===== src/rtl/core/mpu_pkg.sv =====
// shared types, constants and permission helper for the memory protection unit
package mpu_pkg;

  localparam int unsigned REGION_COUNT = 8;
  localparam int unsigned IDX_W = (REGION_COUNT > 1) ? $clog2(REGION_COUNT) : 1;

  localparam logic [31:0] LOW_BITS_MASK = 32'h0000_001F;
  localparam logic [31:0] CODE_LIMIT    = 32'h2000_0000;
  localparam logic [7:0]  BYTE_MASK     = 8'hFF;

  // commands
  localparam logic [1:0] CMD_CHECK = 2'd0;
  localparam logic [1:0] CMD_READ  = 2'd1;
  localparam logic [1:0] CMD_WRITE = 2'd2;

  // register selects
  localparam logic [3:0] SEL_TYPE    = 4'd0;
  localparam logic [3:0] SEL_CTRL    = 4'd1;
  localparam logic [3:0] SEL_RNR     = 4'd2;
  localparam logic [3:0] SEL_RBAR    = 4'd3;
  localparam logic [3:0] SEL_RLAR    = 4'd4;
  localparam logic [3:0] SEL_RBAR_A1 = 4'd5;
  localparam logic [3:0] SEL_RLAR_A1 = 4'd6;
  localparam logic [3:0] SEL_RBAR_A2 = 4'd7;
  localparam logic [3:0] SEL_RLAR_A2 = 4'd8;
  localparam logic [3:0] SEL_RBAR_A3 = 4'd9;
  localparam logic [3:0] SEL_RLAR_A3 = 4'd10;
  localparam logic [3:0] SEL_MAIR0   = 4'd11;
  localparam logic [3:0] SEL_MAIR1   = 4'd12;

  // access permission codes
  localparam logic [1:0] AP_PRIV_RW = 2'd0;
  localparam logic [1:0] AP_ALL_RW  = 2'd1;
  localparam logic [1:0] AP_PRIV_RO = 2'd2;
  localparam logic [1:0] AP_ALL_RO  = 2'd3;

  // fault kinds
  localparam logic [1:0] FAULT_NONE  = 2'd0;
  localparam logic [1:0] FAULT_INSTR = 2'd1;
  localparam logic [1:0] FAULT_DATA  = 2'd2;

  typedef logic [IDX_W-1:0] mpu_idx_t;

  // match record handed down the row of region cells
  typedef struct packed {
    logic       valid;
    logic       hit0;
    mpu_idx_t   idx0;
    logic [2:0] perm0;
    logic [2:0] attr0;
    logic       hit1;
    mpu_idx_t   idx1;
    logic [2:0] perm1;
  } mpu_carrier_t;

  typedef struct packed {
    logic        base_we;
    logic        limit_we;
    logic [31:0] data;
  } mpu_cell_wr_t;

  // permission check of one byte; perm is {ap, xn}
  function automatic logic mpu_byte_ok(input logic       hit,
                                       input logic [2:0] perm,
                                       input logic       fetch,
                                       input logic       priv,
                                       input logic       wr,
                                       input logic       code_region,
                                       input logic       privdef);
    logic ok;
    ok = 1'b0;
    if (!hit) begin
      ok = privdef && priv && (code_region || !fetch);
    end else if (fetch && perm[0]) begin
      ok = 1'b0;
    end else begin
      case (perm[2:1])
        AP_PRIV_RW: ok = priv;
        AP_ALL_RW:  ok = 1'b1;
        AP_PRIV_RO: ok = priv && !wr;
        AP_ALL_RO:  ok = !wr;
        default:    ok = 1'b0;
      endcase
    end
    return ok;
  endfunction

endpackage


===== src/rtl/core/mpu_region_cell.sv =====
// one region cell: holds base and limit words and updates the passing match record
module mpu_region_cell (
  input  logic                  clk_i,
  input  logic                  rst_ni,
  input  mpu_pkg::mpu_idx_t     idx_i,
  input  mpu_pkg::mpu_cell_wr_t wr_i,
  input  logic [31:0]           start_addr_i,
  input  logic [31:0]           end_addr_i,
  input  mpu_pkg::mpu_carrier_t carrier_i,
  output mpu_pkg::mpu_carrier_t carrier_o,
  output logic [31:0]           base_o,
  output logic [31:0]           limit_o
);
  import mpu_pkg::*;

  logic [31:0]  base_q;
  logic [31:0]  limit_q;
  logic [31:0]  lo;
  logic [31:0]  hi;
  logic         match_start;
  logic         match_end;
  mpu_carrier_t carrier_d;
  mpu_carrier_t carrier_q;

  always_ff @(posedge clk_i or negedge rst_ni) begin
    if (!rst_ni) begin
      base_q  <= '0;
      limit_q <= '0;
    end else begin
      if (wr_i.base_we) begin
        base_q <= wr_i.data;
      end
      if (wr_i.limit_we) begin
        limit_q <= wr_i.data;
      end
    end
  end

  assign lo = base_q & ~LOW_BITS_MASK;
  assign hi = limit_q | LOW_BITS_MASK;

  assign match_start = limit_q[0] && (start_addr_i >= lo) && (start_addr_i <= hi);
  assign match_end   = limit_q[0] && (end_addr_i >= lo) && (end_addr_i <= hi);

  // higher cells come first, so the first hit recorded wins
  always_comb begin
    carrier_d = carrier_i;
    if (!carrier_i.hit0 && match_start) begin
      carrier_d.hit0  = 1'b1;
      carrier_d.idx0  = idx_i;
      carrier_d.perm0 = base_q[2:0];
      carrier_d.attr0 = limit_q[3:1];
    end
    if (!carrier_i.hit1 && match_end) begin
      carrier_d.hit1  = 1'b1;
      carrier_d.idx1  = idx_i;
      carrier_d.perm1 = base_q[2:0];
    end
  end

  always_ff @(posedge clk_i or negedge rst_ni) begin
    if (!rst_ni) begin
      carrier_q <= '0;
    end else begin
      carrier_q <= carrier_d;
    end
  end

  assign carrier_o = carrier_q;
  assign base_o    = base_q;
  assign limit_o   = limit_q;

endmodule


===== src/rtl/core/memory_protection_unit.sv =====
// memory protection unit top level: request intake, register file and check resolution
//
// Requests are commands: a request is taken at a rising edge where start is high and
// busy is low. command_i selects an access check, a register read or a register write.
// Each request gives exactly one result, shown for one cycle with result_valid_o high;
// the receiver has no way to hold it off and must take it in that cycle.
// Register read and write: the request is registered, then the result registers are
// written and the strobe shows; busy is high for one cycle and drops with the strobe.
// Access check: the match record runs down the row of REGION_COUNT region cells and
// is registered in each cell; permissions are then resolved from the record leaving
// the lowest cell and registered into the result registers with the strobe. Busy stays
// high until the record leaves the lowest cell, so no new request is taken meanwhile.
// Result outputs other than the strobe hold their last values between results.
// Reset clears all region words, control, region number and attribute words: the unit
// is disabled, every check is allowed and no request is in flight.
module memory_protection_unit (
  input  logic        clk_i,
  input  logic        rst_ni,
  input  logic        start,
  output logic        busy,
  input  logic [1:0]  command_i,
  input  logic [31:0] address_i,
  input  logic [15:0] access_size_i,
  input  logic        write_access_i,
  input  logic        instr_fetch_i,
  input  logic        privileged_i,
  input  logic        fault_handler_i,
  input  logic [3:0]  register_select_i,
  input  logic [31:0] write_data_i,
  output logic        result_valid_o,
  output logic        allowed_o,
  output logic [1:0]  fault_type_o,
  output logic [31:0] fault_address_o,
  output logic        fault_address_valid_o,
  output logic [31:0] read_data_o,
  output logic [7:0]  attribute_byte_o
);
  import mpu_pkg::*;

  localparam logic [IDX_W+1:0] RC_EXT = (IDX_W+2)'(REGION_COUNT);

  // request registers
  logic        busy_q;
  logic        launch_q;
  logic        reg_op_q;
  logic [1:0]  cmd_q;
  logic [31:0] addr_q;
  logic [31:0] end_q;
  logic        wrap_q;
  logic        size_zero_q;
  logic        size_one_q;
  logic        wr_q;
  logic        fetch_q;
  logic        priv_q;
  logic        hf_q;
  logic [3:0]  sel_q;
  logic [31:0] data_q;
  logic [32:0] end_sum;

  // architectural registers
  logic [2:0]  ctrl_q;
  mpu_idx_t    rnr_q;
  logic [31:0] mair0_q;
  logic [31:0] mair1_q;

  // result registers
  logic        res_valid_q;
  logic        allowed_q;
  logic [1:0]  ftype_q;
  logic [31:0] faddr_q;
  logic        fvalid_q;
  logic [31:0] rdata_q;
  logic [7:0]  attr_q;

  mpu_carrier_t chain [REGION_COUNT+1];
  mpu_cell_wr_t cell_wr [REGION_COUNT];
  logic [31:0]  base_w [REGION_COUNT];
  logic [31:0]  limit_w [REGION_COUNT];

  logic         accept;
  logic         fin;

  // register decode
  logic          is_region;
  logic          is_rbar;
  logic [1:0]    alias_off;
  logic [IDX_W+1:0] ridx;
  logic          ridx_ok;
  logic [31:0]   region_rd;
  logic [31:0]   rd_word;

  // check resolution
  logic          bypass;
  logic          ok0;
  logic          ok1;
  logic          spans;
  logic          check_ok;
  logic [31:0]   mair_word;
  logic [31:0]   mair_shift;
  logic [7:0]    attr_byte;

  assign accept  = start && !busy_q;
  assign busy    = busy_q;
  assign end_sum = {1'b0, address_i} + {17'b0, access_size_i} - 33'd1;

  always_ff @(posedge clk_i or negedge rst_ni) begin
    if (!rst_ni) begin
      busy_q   <= 1'b0;
      launch_q <= 1'b0;
      reg_op_q <= 1'b0;
    end else begin
      launch_q <= accept && (command_i == CMD_CHECK);
      reg_op_q <= accept && (command_i != CMD_CHECK);
      if (accept) begin
        busy_q <= 1'b1;
      end else if (fin || reg_op_q) begin
        busy_q <= 1'b0;
      end
    end
  end

  always_ff @(posedge clk_i) begin
    if (accept) begin
      cmd_q       <= command_i;
      addr_q      <= address_i;
      end_q       <= end_sum[31:0];
      wrap_q      <= end_sum[32];
      size_zero_q <= (access_size_i == 16'd0);
      size_one_q  <= (access_size_i == 16'd1);
      wr_q        <= write_access_i;
      fetch_q     <= instr_fetch_i;
      priv_q      <= privileged_i;
      hf_q        <= fault_handler_i;
      sel_q       <= register_select_i;
      data_q      <= write_data_i;
    end
  end

  // row of region cells, highest region first
  always_comb begin
    chain[REGION_COUNT]       = '0;
    chain[REGION_COUNT].valid = launch_q;
  end

  for (genvar i = 0; i < REGION_COUNT; i++) begin : g_cell
    always_comb begin
      cell_wr[i].data     = data_q;
      cell_wr[i].base_we  = reg_op_q && (cmd_q == CMD_WRITE) && is_region && ridx_ok &&
                            is_rbar && (ridx[IDX_W-1:0] == IDX_W'(i));
      cell_wr[i].limit_we = reg_op_q && (cmd_q == CMD_WRITE) && is_region && ridx_ok &&
                            !is_rbar && (ridx[IDX_W-1:0] == IDX_W'(i));
    end

    mpu_region_cell u_cell (
      .clk_i        (clk_i),
      .rst_ni       (rst_ni),
      .idx_i        (IDX_W'(i)),
      .wr_i         (cell_wr[i]),
      .start_addr_i (addr_q),
      .end_addr_i   (end_q),
      .carrier_i    (chain[i+1]),
      .carrier_o    (chain[i]),
      .base_o       (base_w[i]),
      .limit_o      (limit_w[i])
    );
  end

  assign fin = chain[0].valid;

  // region and alias decode
  always_comb begin
    is_region = 1'b0;
    is_rbar   = 1'b0;
    alias_off = 2'd0;
    unique case (sel_q) inside
      SEL_RBAR, SEL_RLAR: begin
        is_region = 1'b1;
        alias_off = 2'd0;
      end
      SEL_RBAR_A1, SEL_RLAR_A1: begin
        is_region = 1'b1;
        alias_off = 2'd1;
      end
      SEL_RBAR_A2, SEL_RLAR_A2: begin
        is_region = 1'b1;
        alias_off = 2'd2;
      end
      SEL_RBAR_A3, SEL_RLAR_A3: begin
        is_region = 1'b1;
        alias_off = 2'd3;
      end
      default: begin
        is_region = 1'b0;
      end
    endcase
    unique case (sel_q) inside
      SEL_RBAR, SEL_RBAR_A1, SEL_RBAR_A2, SEL_RBAR_A3: is_rbar = 1'b1;
      default:                                         is_rbar = 1'b0;
    endcase
  end

  assign ridx    = {2'b00, rnr_q} + {{IDX_W{1'b0}}, alias_off};
  assign ridx_ok = (ridx < RC_EXT);

  always_comb begin
    region_rd = '0;
    for (int k = 0; k < REGION_COUNT; k++) begin
      if (ridx[IDX_W-1:0] == IDX_W'(k)) begin
        region_rd = is_rbar ? base_w[k] : limit_w[k];
      end
    end
  end

  always_comb begin
    rd_word = '0;
    if (is_region) begin
      rd_word = ridx_ok ? region_rd : 32'd0;
    end else begin
      unique case (sel_q)
        SEL_TYPE:  rd_word = 32'(REGION_COUNT) << 8;
        SEL_CTRL:  rd_word = {29'b0, ctrl_q};
        SEL_RNR:   rd_word = 32'(rnr_q);
        SEL_MAIR0: rd_word = mair0_q;
        SEL_MAIR1: rd_word = mair1_q;
        default:   rd_word = '0;
      endcase
    end
  end

  always_ff @(posedge clk_i or negedge rst_ni) begin
    if (!rst_ni) begin
      ctrl_q  <= '0;
      rnr_q   <= '0;
      mair0_q <= '0;
      mair1_q <= '0;
    end else if (reg_op_q && (cmd_q == CMD_WRITE) && !is_region) begin
      unique case (sel_q)
        SEL_CTRL: ctrl_q <= data_q[2:0];
        SEL_RNR: begin
          if (data_q < 32'(REGION_COUNT)) begin
            rnr_q <= data_q[IDX_W-1:0];
          end
        end
        SEL_MAIR0: mair0_q <= data_q;
        SEL_MAIR1: mair1_q <= data_q;
        default: begin
        end
      endcase
    end
  end

  // check resolution from the record leaving the lowest cell
  assign bypass = !ctrl_q[0] || (hf_q && !ctrl_q[1]);
  assign ok0    = mpu_byte_ok(chain[0].hit0, chain[0].perm0, fetch_q, priv_q, wr_q,
                              addr_q < CODE_LIMIT, ctrl_q[2]);
  assign ok1    = mpu_byte_ok(chain[0].hit1, chain[0].perm1, fetch_q, priv_q, wr_q,
                              end_q < CODE_LIMIT, ctrl_q[2]);
  assign spans  = (chain[0].hit0 != chain[0].hit1) ||
                  (chain[0].hit0 && (chain[0].idx0 != chain[0].idx1));

  always_comb begin
    if (bypass) begin
      check_ok = 1'b1;
    end else if (size_zero_q || wrap_q) begin
      check_ok = 1'b0;
    end else if (!size_one_q && spans) begin
      check_ok = ok0 && ok1;
    end else begin
      check_ok = ok0;
    end
  end

  assign mair_word  = chain[0].attr0[2] ? mair1_q : mair0_q;
  assign mair_shift = mair_word >> {chain[0].attr0[1:0], 3'b000};
  assign attr_byte  = (ctrl_q[0] && chain[0].hit0) ? (mair_shift[7:0] & BYTE_MASK) : 8'd0;

  always_ff @(posedge clk_i or negedge rst_ni) begin
    if (!rst_ni) begin
      res_valid_q <= 1'b0;
    end else begin
      res_valid_q <= fin || reg_op_q;
    end
  end

  always_ff @(posedge clk_i) begin
    if (fin) begin
      allowed_q <= check_ok;
      ftype_q   <= check_ok ? FAULT_NONE : (fetch_q ? FAULT_INSTR : FAULT_DATA);
      faddr_q   <= check_ok ? 32'd0 : addr_q;
      fvalid_q  <= !check_ok;
      rdata_q   <= '0;
      attr_q    <= attr_byte;
    end else if (reg_op_q) begin
      allowed_q <= 1'b0;
      ftype_q   <= FAULT_NONE;
      faddr_q   <= '0;
      fvalid_q  <= 1'b0;
      rdata_q   <= (cmd_q == CMD_READ) ? rd_word : 32'd0;
      attr_q    <= '0;
    end
  end

  assign result_valid_o        = res_valid_q;
  assign allowed_o             = allowed_q;
  assign fault_type_o          = ftype_q;
  assign fault_address_o       = faddr_q;
  assign fault_address_valid_o = fvalid_q;
  assign read_data_o           = rdata_q;
  assign attribute_byte_o      = attr_q;

  a_result_frees_unit: assert property (@(posedge clk_i) disable iff (!rst_ni)
    result_valid_o |-> !busy)
    else $error("result strobe while unit still busy");

  a_record_in_flight: assert property (@(posedge clk_i) disable iff (!rst_ni)
    fin |-> busy_q && (cmd_q == CMD_CHECK))
    else $error("match record left the cell row with no check pending");

  a_allowed_no_fault: assert property (@(posedge clk_i) disable iff (!rst_ni)
    (result_valid_o && allowed_o) |-> (fault_type_o == FAULT_NONE) && !fault_address_valid_o)
    else $error("allowed access reports a fault");

endmodule

===== config.mk =====
export PLATFORM = sky130hd
export DESIGN_NAME = memory_protection_unit
export DESIGN_NICKNAME = d
export VERILOG_FILES = /design/src/rtl/core/mpu_pkg.sv /design/src/rtl/core/mpu_region_cell.sv /design/src/rtl/core/memory_protection_unit.sv
export SDC_FILE = /design/constraint.sdc
export NUM_CORES = 2
export LEC_CHECK = 0
export BUFFER_PORTS_ARGS = -buffer_cell sky130_fd_sc_hd__buf_4
export CORE_MARGIN = 1.5
export CORE_UTILIZATION = 58
export CTS_CLUSTER_DIAMETER = 40
export DETAILED_ROUTE_END_ITERATION = 6
export PLACE_DENSITY = 0.76
export SYNTH_ARGS = -nofsm -noshare
export SYNTH_HDL_FRONTEND = slang
export SYNTH_SLANG_ARGS = --single-unit

===== constraint.sdc =====
create_clock -name clk_i -period 3.5 [get_ports clk_i]
set_clock_uncertainty 0.15 [all_clocks]
set_input_delay 0.175 -clock clk_i [delete_from_list [all_inputs] [get_ports clk_i]]
set_output_delay 0.175 -clock clk_i [all_outputs]
set_load 0.05 [all_outputs]

==> impl_metrics.toml <==
[synthesis]
synth_edf_count = 153
ys_seq_area_share_pct = 39.19
syn-cell-area_um2 = 59080
ys_top_cells_by_count = "913 x ha_1, 822 x nand2_1, 716 x dfrtp_1"
ys_top_cells_by_area = "dfrtp_1 30%, ha_1 19%, edfxtp_1 7.8%"
synth_warnings = 0
synth_cell_types = 91
syn_area_per_cell_um2 = 9.524
synthCells = 6203
yosysMostFrequentCell = "ha_1"
synth_async_sr_flop_share_pct = 79.47
ys.flop_type = "dfrtp_1"
synth_top_area_share_pct = 30.33
syn-num-nets = 7211
synth_seq_cells = 901
yosysTopAreaCell = "dfrtp_1"

[place]
hpwl_um = 188800
portBuffers = 170
placed_cell_area_um2 = 66920
place_congestion = 1.075

[timing]
rsz0062_at_grt = "true"
setup_viol = 147
slew_headroom_pct = 27.29
period_share_pct = 110.6
fmax_mhz = 258.4
hold_viol_final = 0
tightest_slew_ns = 1.091
slew_violations = 0
finalCriticalPeriod_ns = 3.870
setup_ws_ns = -0.3699

[detailed_routing]
initialDrtViolationCount = 7868
drcViolationCount = 38
wl_um = 263200
post_drt_wl_per_cell_um = 30.74
dr.pass1.iters = 7
ant_nets = 0
viasPerCell = 6.613
vias = 56620

[layout]
drive_above_1_share_pct = 22.98
nNetsFinal = 8073
seq_area_um2 = 23150
stdcell_area_um2 = 76570
fill_cells = 6707
multi_input_comb_area_um2 = 34640
area_delta_synth_final_pct = 29.62

[pwr]
p_comb_share_pct = 35.3
switching_share_pct = 37.37
p_switching_mw = 16.42
clkPwrFrac_pct = 35.9
p_int_mw = 27.52
power.density_nw_per_um2 = 573.9
p_leak_nw = 33.96
p_total_mw = 43.95
pwr-share-seq_pct = 28.8
ir_worst_vdd_mv = 0.5198

[floorplanning]
rows = 116
die_x_um = 322.1
start_util_pct = 58.73
die_h_um = 322.1
die-area_um2 = 103800
core_area_um2 = 100600
ios = 171

[clocking]
worstSkewPairLatency_ns = 0.79
htreeDepth = 4
root_buffer = "clkbuf_16"
clkTransAtPathRegs_ns = 0.07
cts_buffers = 153
cts.sinks = 901
cts_tree = "yes"
clockBufferDepth = 3

[global_route]
grt_antenna_before_repair = 20
grt.total_usage_pct = 49.36
grt_pass1_wl_um = 368200
grt-ovfl-total = 0
grt_pass1_vias = 54150
grt_max_degree = 75

[setup_path]
crit_arrival_ns = 4.41
path_class = "reg -> reg"
cp-end-kind = "register"
start_kind = "register"
crit_required_ns = 4.04
path_max_fanout = 18

[status]
violations = "design-rule violations, negative setup slack"
outcome = "finished with violations"

[run]
maxCapViolations = 0

[min_path]
worstHoldPathType = "in -> reg"
[metrics by stage]
| step | TNS, ns | worst slack [ns] | hold WS, ns | cells | util (%) |
|---|---|---|---|---|---|
| 2_1_floorplan | 0 | 0.1291 | -0.2706 | 6203 | - |
| 3_3_place_gp | -16.40 | -0.6505 | 0.09232 | 8061 | 66.53 |
| 3_5_place_dp | -19.11 | -0.6044 | 0.08972 | 8061 | 66.53 |
| 4_1_cts | -0.2496 | -0.09029 | 0.0002042 | 8495 | 74.05 |
| 5_1_grt | -20.65 | -0.4114 | 0.01585 | 8553 | 76.11 |
| 6_report | -10.85 | -0.3699 | 0.002448 | 8562 | 76.13 |
[final timing paths]
check / startpoint / depth (start not counted) / endpoint / slack, ns
hold reg to reg: g_cell[6].u_cell.carrier_o[17] / 0 / g_cell[5].u_cell.carrier_o[17] / 0.20
max in group asynchronous: rst_ni / 3 / ctrl_q[2] / 2.37
hold / removal: address_i[4] / 2 / addr_q[4] / 0.002
min in group asynchronous: rst_ni / 3 / g_cell[3].u_cell.limit_o[25] / 0.08
setup reg to reg: sel_q[0] / 14 / read_data_o[3] / -0.37
setup / recovery: sel_q[0] / 14 / read_data_o[3] / -0.37
[registers in the layout, summed over array words and instances, names as in the netlist, 4 cells and up]
| signal | flops |
|---|---|
| g_cell.u_cell.base_o | 256 |
| mair1_q | 32 |
| addr_q | 32 |
| fault_address_o | 32 |
| end_q | 32 |
| g_cell.u_cell.carrier_o | 130 |
| mair0_q | 32 |
| g_cell.u_cell.limit_o | 256 |
| attribute_byte_o | 8 |
| sel_q | 4 |
| read_data_o | 32 |
| data_q | 32 |
[power groups by stage]
stage	Sequential, mW	Clock (mW)	Combinational (mW)
after floorplan	13.2	0	6.70
after global placement	12.7	0	13.2
after detailed placement	12.7	0	13.5
after CTS	12.6	15.7	14.2
after global routing	12.7	16.2	16.3
final	12.6	15.8	15.5
[worst max-delay path: stages, from the launching register on]
cell and delay (ns):
edfxtp_1 0.44, nor2b_1 0.18, nor2_1 0.09, a21oi_2 0.15
ha_2 0.21, inv_2 0.04, fa_2 0.72, buf_4 0.19
nand2_2 0.08, nor2_4 0.15, buf_4 0.39, nor4_2 0.12
a31oi_1 0.49, nor3_1 0.14, o221ai_1 0.20
[cell usage in the layout (no fill, tap or decap), types with 19 or more instances in the layout]
cell,count
edfxtp_1,153
nor3_2,29
dfxtp_1,32
clkinv_2,20
mux2_2,196
o21ai_1,24
nand2_1,796
clkbuf_1,19
nor2b_1,73
nor3_1,50
o211ai_1,27
nand4_1,186
dlygate4sd3_1,132
clkbuf_16,171
and2_1,56
o21ai_0,522
o21a_1,36
nand3_1,56
o22ai_1,20
o221ai_1,32
mux2i_1,106
buf_12,115
nor4_1,32
a211oi_1,20
a22oi_1,30
a21o_1,273
nor2_4,25
inv_1,541
dfrtp_1,716
a21oi_2,21
mux2_4,24
buf_6,36
a21oi_1,368
ha_1,900
nand2b_1,33
buf_4,683
nor2_1,152
[what timing repair did]
action | in CTS | in global routing
setup buffers | 16 | 56
pin swaps | 24 | 83
hold buffers | 133 | 0
hold endpoints to repair | 586 | 0
setup endpoints to repair | 123 | 555
gates cloned | 2 | 7
gates resized for setup | 125 | 311
[routing by layer]
layer	GRT usage, %	wire length (um)	vias up
li1	-	-	23980
met1	64.22	97360	27130
met2	68.11	104600	4323
met3	18.30	38980	1166
met4	33.05	21750	20
met5	1.481	509	-
[cells by family (layout without fill, tap and decap cells)]
group | Yosys count | count (layout) | synth area share [%]
AND/OR/NAND/NOR | 1620 | 1621 | 12.78
AO/OA/AOI/OAI | 1570 | 1570 | 16.14
adder cells (fa/ha/maj) | 915 | 915 | 19.40
flip-flops | 901 | 901 | 39.19
buffers and inverters | 830 | 1822 | 5.433
multiplexers | 342 | 342 | 6.676
XOR/XNOR | 25 | 25 | 0.3706
other | 0 | 9 | 0
[cell type report]
class | instances | share of cell area (%)
tap | 1357 | 2.217
inverter | 546 | 2.686
sequential | 901 | 30.24
antenna | 9 | 0.02941
clock inverter | 87 | 1.275
multi-input combinational | 4473 | 45.23
timing repair buffer | 990 | 12.58
clock buffer | 199 | 5.740
(Power assumes the default switching activity.)
